$ cat config.mk
export PLATFORM = sky130hd
export DESIGN_NAME = kmd_ctrl
export DESIGN_NICKNAME = d
export VERILOG_FILES = /design/src/hw/rtl/kmd_pkg.sv /design/src/hw/rtl/kmd_ctrl.sv
export SDC_FILE = /design/constraint.sdc
export NUM_CORES = 1
export LEC_CHECK = 0
export BUFFER_PORTS_ARGS = -buffer_cell sky130_fd_sc_hd__clkbuf_2
export CORE_AREA = 2 2 39 41
export CTS_CLUSTER_DIAMETER = 60
export DETAILED_ROUTE_END_ITERATION = 10
export DIE_AREA = 0 0 41 43
export PLACE_DENSITY_LB_ADDON = 0.05
export RECOVER_POWER = 50
export SKIP_LAST_GASP = 1
export SYNTH_ARGS = -nofsm -noshare
export SYNTH_HDL_FRONTEND = slang
export SYNTH_SLANG_ARGS = --single-unit
$ cat constraint.sdc
create_clock -name clk -period 1.36 [get_ports clk]
set_input_delay 0.136 -clock clk [delete_from_list [all_inputs] [get_ports clk]]
set_output_delay 0.136 -clock clk [all_outputs]
set_load 0.02 [all_outputs]
$ cat src/hw/rtl/kmd_pkg.sv
// Shared constants, types and step tables for the knight move distance block.
// Used by the channel interfaces, the controller, the datapath and the top level.
package kmd_pkg;

  // Board limits. MAX_COLS is a power of two so a square index is {row, col}.
  localparam int MAX_ROWS  = 64;
  localparam int MAX_COLS  = 64;
  localparam int ROW_W     = $clog2(MAX_ROWS);
  localparam int COL_W     = $clog2(MAX_COLS);
  localparam int ADDR_W    = ROW_W + COL_W;
  localparam int CELLS     = MAX_ROWS * MAX_COLS;
  localparam int CNT_W     = ADDR_W + 1;
  localparam int DIST_W    = 12;
  localparam int COORD_W   = 7;
  localparam int NB_W      = COORD_W + 1;
  localparam int OUT_W     = 13;
  localparam int CFG_IDX_W = 4;
  localparam int CFG_DAT_W = 7;

  // Register indexes of the configuration channel.
  localparam logic [CFG_IDX_W-1:0] REG_BOARD_ROWS = CFG_IDX_W'(0);
  localparam logic [CFG_IDX_W-1:0] REG_BOARD_COLS = CFG_IDX_W'(1);

  localparam logic [COORD_W-1:0] BOARD_RESET = COORD_W'(8);
  localparam logic [COORD_W-1:0] ROWS_CAP    = COORD_W'(MAX_ROWS);
  localparam logic [COORD_W-1:0] COLS_CAP    = COORD_W'(MAX_COLS);
  localparam logic [OUT_W-1:0]   NO_PATH     = '1;
  localparam logic [CNT_W-1:0]   CELL_COUNT  = CNT_W'(CELLS);

  typedef enum logic [3:0] {
    ST_IDLE,
    ST_CLEAR,
    ST_SEED,
    ST_POP,
    ST_FETCH,
    ST_LOAD,
    ST_SCAN,
    ST_DRAIN,
    ST_DONE
  } kmd_state_t;

  // Commands from the controller to the datapath.
  typedef struct packed {
    logic load_query;
    logic clear;
    logic seed;
    logic pop;
    logic fetch;
    logic load_cur;
    logic scan;
    logic load_result;
  } kmd_cmd_t;

  // Status from the datapath to the controller.
  typedef struct packed {
    logic query_ok;
    logic clear_last;
    logic search_more;
    logic scan_last;
    logic result_free;
  } kmd_status_t;

  // Row offset of knight step k.
  function automatic logic signed [2:0] step_dr(input logic [2:0] k);
    logic signed [2:0] d;
    case (k)
      3'd0, 3'd4: d = -3'sd2;
      3'd1, 3'd5: d = -3'sd1;
      3'd2, 3'd6: d = 3'sd1;
      default:    d = 3'sd2;
    endcase
    return d;
  endfunction

  // Column offset of knight step k.
  function automatic logic signed [2:0] step_dc(input logic [2:0] k);
    logic signed [2:0] d;
    case (k)
      3'd0, 3'd3: d = 3'sd1;
      3'd1, 3'd2: d = 3'sd2;
      3'd4, 3'd7: d = -3'sd1;
      default:    d = -3'sd2;
    endcase
    return d;
  endfunction

endpackage

$ cat src/hw/rtl/kmd_ctrl.sv
// Controller state machine for the knight move distance search.
// Depends on kmd_pkg for the state, command and status types.
module kmd_ctrl (
  input  logic                clk,
  input  logic                rst,
  input  logic                query_valid,
  output logic                query_ready,
  input  kmd_pkg::kmd_status_t status,
  output kmd_pkg::kmd_cmd_t    cmd
);
  import kmd_pkg::*;

  kmd_state_t state;
  kmd_state_t state_next;

  // State register.
  always_ff @(posedge clk) begin
    if (rst) begin
      state <= ST_IDLE;
    end else begin
      state <= state_next;
    end
  end

  // Next-state logic.
  always_comb begin
    state_next = state;
    case (state)
      ST_IDLE: begin
        if (query_valid) state_next = ST_CLEAR;
      end
      ST_CLEAR: begin
        if (!status.query_ok) state_next = ST_DONE;
        else if (status.clear_last) state_next = ST_SEED;
      end
      ST_SEED: begin
        state_next = ST_POP;
      end
      ST_POP: begin
        state_next = status.search_more ? ST_FETCH : ST_DONE;
      end
      ST_FETCH: begin
        state_next = ST_LOAD;
      end
      ST_LOAD: begin
        state_next = ST_SCAN;
      end
      ST_SCAN: begin
        if (status.scan_last) state_next = ST_DRAIN;
      end
      ST_DRAIN: begin
        state_next = ST_POP;
      end
      ST_DONE: begin
        if (status.result_free) state_next = ST_IDLE;
      end
      default: begin
        state_next = ST_IDLE;
      end
    endcase
  end

  // Output logic.
  always_comb begin
    cmd         = '0;
    query_ready = 1'b0;
    case (state)
      ST_IDLE: begin
        query_ready    = 1'b1;
        cmd.load_query = query_valid;
      end
      ST_CLEAR: begin
        cmd.clear = status.query_ok;
      end
      ST_SEED: begin
        cmd.seed = 1'b1;
      end
      ST_POP: begin
        cmd.pop = status.search_more;
      end
      ST_FETCH: begin
        cmd.fetch = 1'b1;
      end
      ST_LOAD: begin
        cmd.load_cur = 1'b1;
      end
      ST_SCAN: begin
        cmd.scan = 1'b1;
      end
      ST_DONE: begin
        cmd.load_result = status.result_free;
      end
      default: begin
        cmd = '0;
      end
    endcase
  end

endmodule

==> metrics.md <==
| Metric | Value |
|---|---|
| Status | finished, violations left |
| Failing checks | setup timing |
| Post-synthesis cell area | ~330 um2 |
| Maximum clock path buffer count | 2 |
| HPWL after DPL | between 700 and 800 um |
| Die width | around 40 um |
| Final hold vios | 0 |
| Clock tree sinks | 4 |
| Share of the synthesized area in the top cell type | 0.242 |
| CTS tree | yes |
| Gr usage total | 0.155 |
| Nature of the critical path endpoint | flip-flop |
| DRT Wirelength | 1.14 mm |
| Final Util | 0.528 |
| Complex-gate fraction of the synthesized area | 0.174 |
| Cells taking the most area after synthesis | dfxtp_1, nor2_1, buf_2 |
| Fin nets | 89 |
| Cell count of the worst reg-to-reg path | 4 |
| Initial cell density of the core | 0.239 |
| Pin count of the biggest net entering global routing | 8 |
| Worst R2R Start | state[1] |
| Syn_area_per_cell | roughly 7.2 um2 |
| Slew @ Worst Pin | roughly 380 ps |
| Largest family of logic cells by synthesized area | simple AND/OR/NAND/NOR gates |
| Layout area overhead | 121% |
| Delay-heaviest family, CP | simple AND/OR/NAND/NOR gates |
| Worst setup margin | -89.2 ps |
| Drt first pass iters | 3 |
| Post-DRT Antenna Nets | 0 |
| Max FFs per register | 4 |
| Top Registers | state (4) |
| Die footprint | between 1500 and 2000 um2 |
| Clock root buffer | clkbuf_4 |
| Cells after synthesis | 46 |
| Core Region | 1380 um2 |
| CTS H-tree depth | 1 |
| VDD IR max | about 0.5 mV |
| CTS Buf Count | 3 |
| CP arrival | around 1600 ps |
| Crit start category | flip-flop |
| Worst-path clk slew | ~40 ps |
| Vias | approximately 470 |
| R2R Setup Slk | -90 ps |
| Pwr Density | 911 nW/um2 |
| Hold/Removal Path Class | primary input to flip-flop |
| Cell chain of the critical path | or3_4 -> a211oi_4 -> a311oi_2 -> mux2_1 |
| Share of post-route cells with drive strength above 1 | 0.658 |
| Fmax | between 0.6 and 0.7 GHz |
| Yosys top cell by area | dfxtp_1 |
| Flops & latches, synth | 4 |
| Min Clock Period, post-route | roughly 1400 ps |
| Setup CP Type | flip-flop to flip-flop |
| DRT iter0 DRCs | 11 |
| Final number of setup-violating endpoints | 4 |
| Sequential area share after synthesis | 0.242 |
| Critical hold path startpoint | rst |
| Final worst-path cycle share | 1.07 |
| Synth Area in Adders | 0 |
| Total grt overflow | 0 |
| RSZ-0062 raised after global routing | true |
| Vias in the first global route | ~440 |
| Crit path max fanout | 2 |
| Setup TNS Final | -152 ps |
| Vert. Die Dim | 43 um |
| Clk_lat worst skew | 230 ps |
| Final slew viol count | 0 |
| Routability cong. | 0.775 |
| Final routed DRC violation total | 0 |
| Wire per inst | between 10 and 15 um |
| Hold Path Stages | 2 |
| Leak Pwr | roughly 0.33 nW |
| Largest Register | state |
| Antenna violations before repair | 0 |
| Simple-Gate Fraction of Synth Area | 0.477 |
| Critical path buffers and inverters | 0 |
| Hold EP | state[3] |
| R2r endpoint | state[1] |
| Synth warnings | 0 |
| First-pass GRT wire length | 1.87 mm |
| # diodes | 0 |
| Max cap viols | 0 |
| WP depth | 4 |
| Clk_skew | approximately 0.11 ps |
| IO buf count | 16 |
| WP data required | between 1000 and 1500 ps |
| Core Rows | 14 |
| Crit path max-delay cell type | or3_4 |
| DR vias/cell | slightly below 5 |
| Synthesized Nets | 54 |
| XOR/XNOR share of the synthesized area | 0 |
| I/O pins | 17 |
| Slew headroom | 0.743 |
| Post-synth cell types | 24 |
| Max incr delay on CP | approximately 380 ps |
| Mux contribution to synthesized area | 0.0341 |
-- worst reg2reg max path: cells and delay by family (launching register included) --
| kind | cells | cell delay [ps] |
|---|---|---|
| compound gates | 2 | 330 |
| flops | 1 | 310 |
| mux | 1 | 320 |
| simple gates | 1 | 380 |
-- worst max path at each step --
stage,startpoint,to
detailed placement,state[2],state[1]
finish,state[1],state[1]
CTS,state[1],state[1]
global placement,state[2],state[1]
floorplan,state[2],state[1]
global route,state[0],cmd[7]
-- cell usage in the layout (no fill, tap or decap), types with 2 or more instances in the layout --
master	instances
and3_4	2
dfxtp_1	3
buf_6	12
nand2b_1	2
buf_4	11
nor3_2	2
clkbuf_2	8
clkbuf_4	3
nor2_1	5
nor2b_1	2
nand2_1	3
-- stage by stage --
step           power [mW]  worst slack, ps  instance area (um2)  hold slack (ps)  instances
2_1_floorplan       0.292            -11.3                  354              208         46
3_3_place_gp        0.388            -52.0                  499              376         83
3_5_place_dp        0.383            -70.9                  499              374         83
4_1_cts             0.600            -40.3                  623              118         92
5_1_grt             0.716             -121                  731              135         95
6_report            0.666            -89.2                  731              127         95
-- layer usage --
metal / vias to the layer above / global-route usage / wire length [um]
li1: 232 / - / -
met1: 222 / 0.203 / 509
met2: 13 / 0.238 / 571
met3: 0 / 0.0628 / 58
met4: 0 / 0.0200 / 0
met5: - / 0 / 0
-- logic make-up (layout without fill, tap and decap cells) --
group	count (synthesis)	after routing
buf+inv	5	38
compound gates	7	7
simple gates	29	29
mux	1	1
flops	4	4
-- report_power, final --
group	switching, mW	leakage (nW)	internal, mW
sequential	0.0131	0.0330	0.131
clock	0.0480	0.0138	0.0987
combinational	0.165	0.285	0.209
total	0.227	0.332	0.439
-- cells in the mapped netlist (all sizes together) --
cell and instances:
a2111oi 1, a211oi 1, a21boi 1, a21oi 1, a311oi 1, a31oi 1, a41oi 1, and2 1
and3 2, and4b 1, buf 4, dfxtp 4, inv 1, mux2 1, nand2 5, nand2b 2
nand3b 1, nor2 7, nor2b 3, nor3 3, nor4 2, nor4b 1, or3 1
-- layout make-up --
type | count | area [um2]
Clock buffer | 3 | 22.5
Fill cell | 132 | 653
Inverter | 1 | 3.75
Multi-Input combinational cell | 37 | 312
Sequential cell | 4 | 81.3
Tap cell | 16 | 20.0
Timing Repair Buffer | 34 | 292
-- timing repair --
| action | CTS | global route |
|---|---|---|
| resized for setup | 15 | 28 |
| buffers inserted | 6 | 3 |
| endpoints found under the setup margin | 9 | 9 |
| pin swaps | 5 | 4 |
| hold buffers | 0 | 0 |
Note: power is estimated with default switching activity, not from simulation.
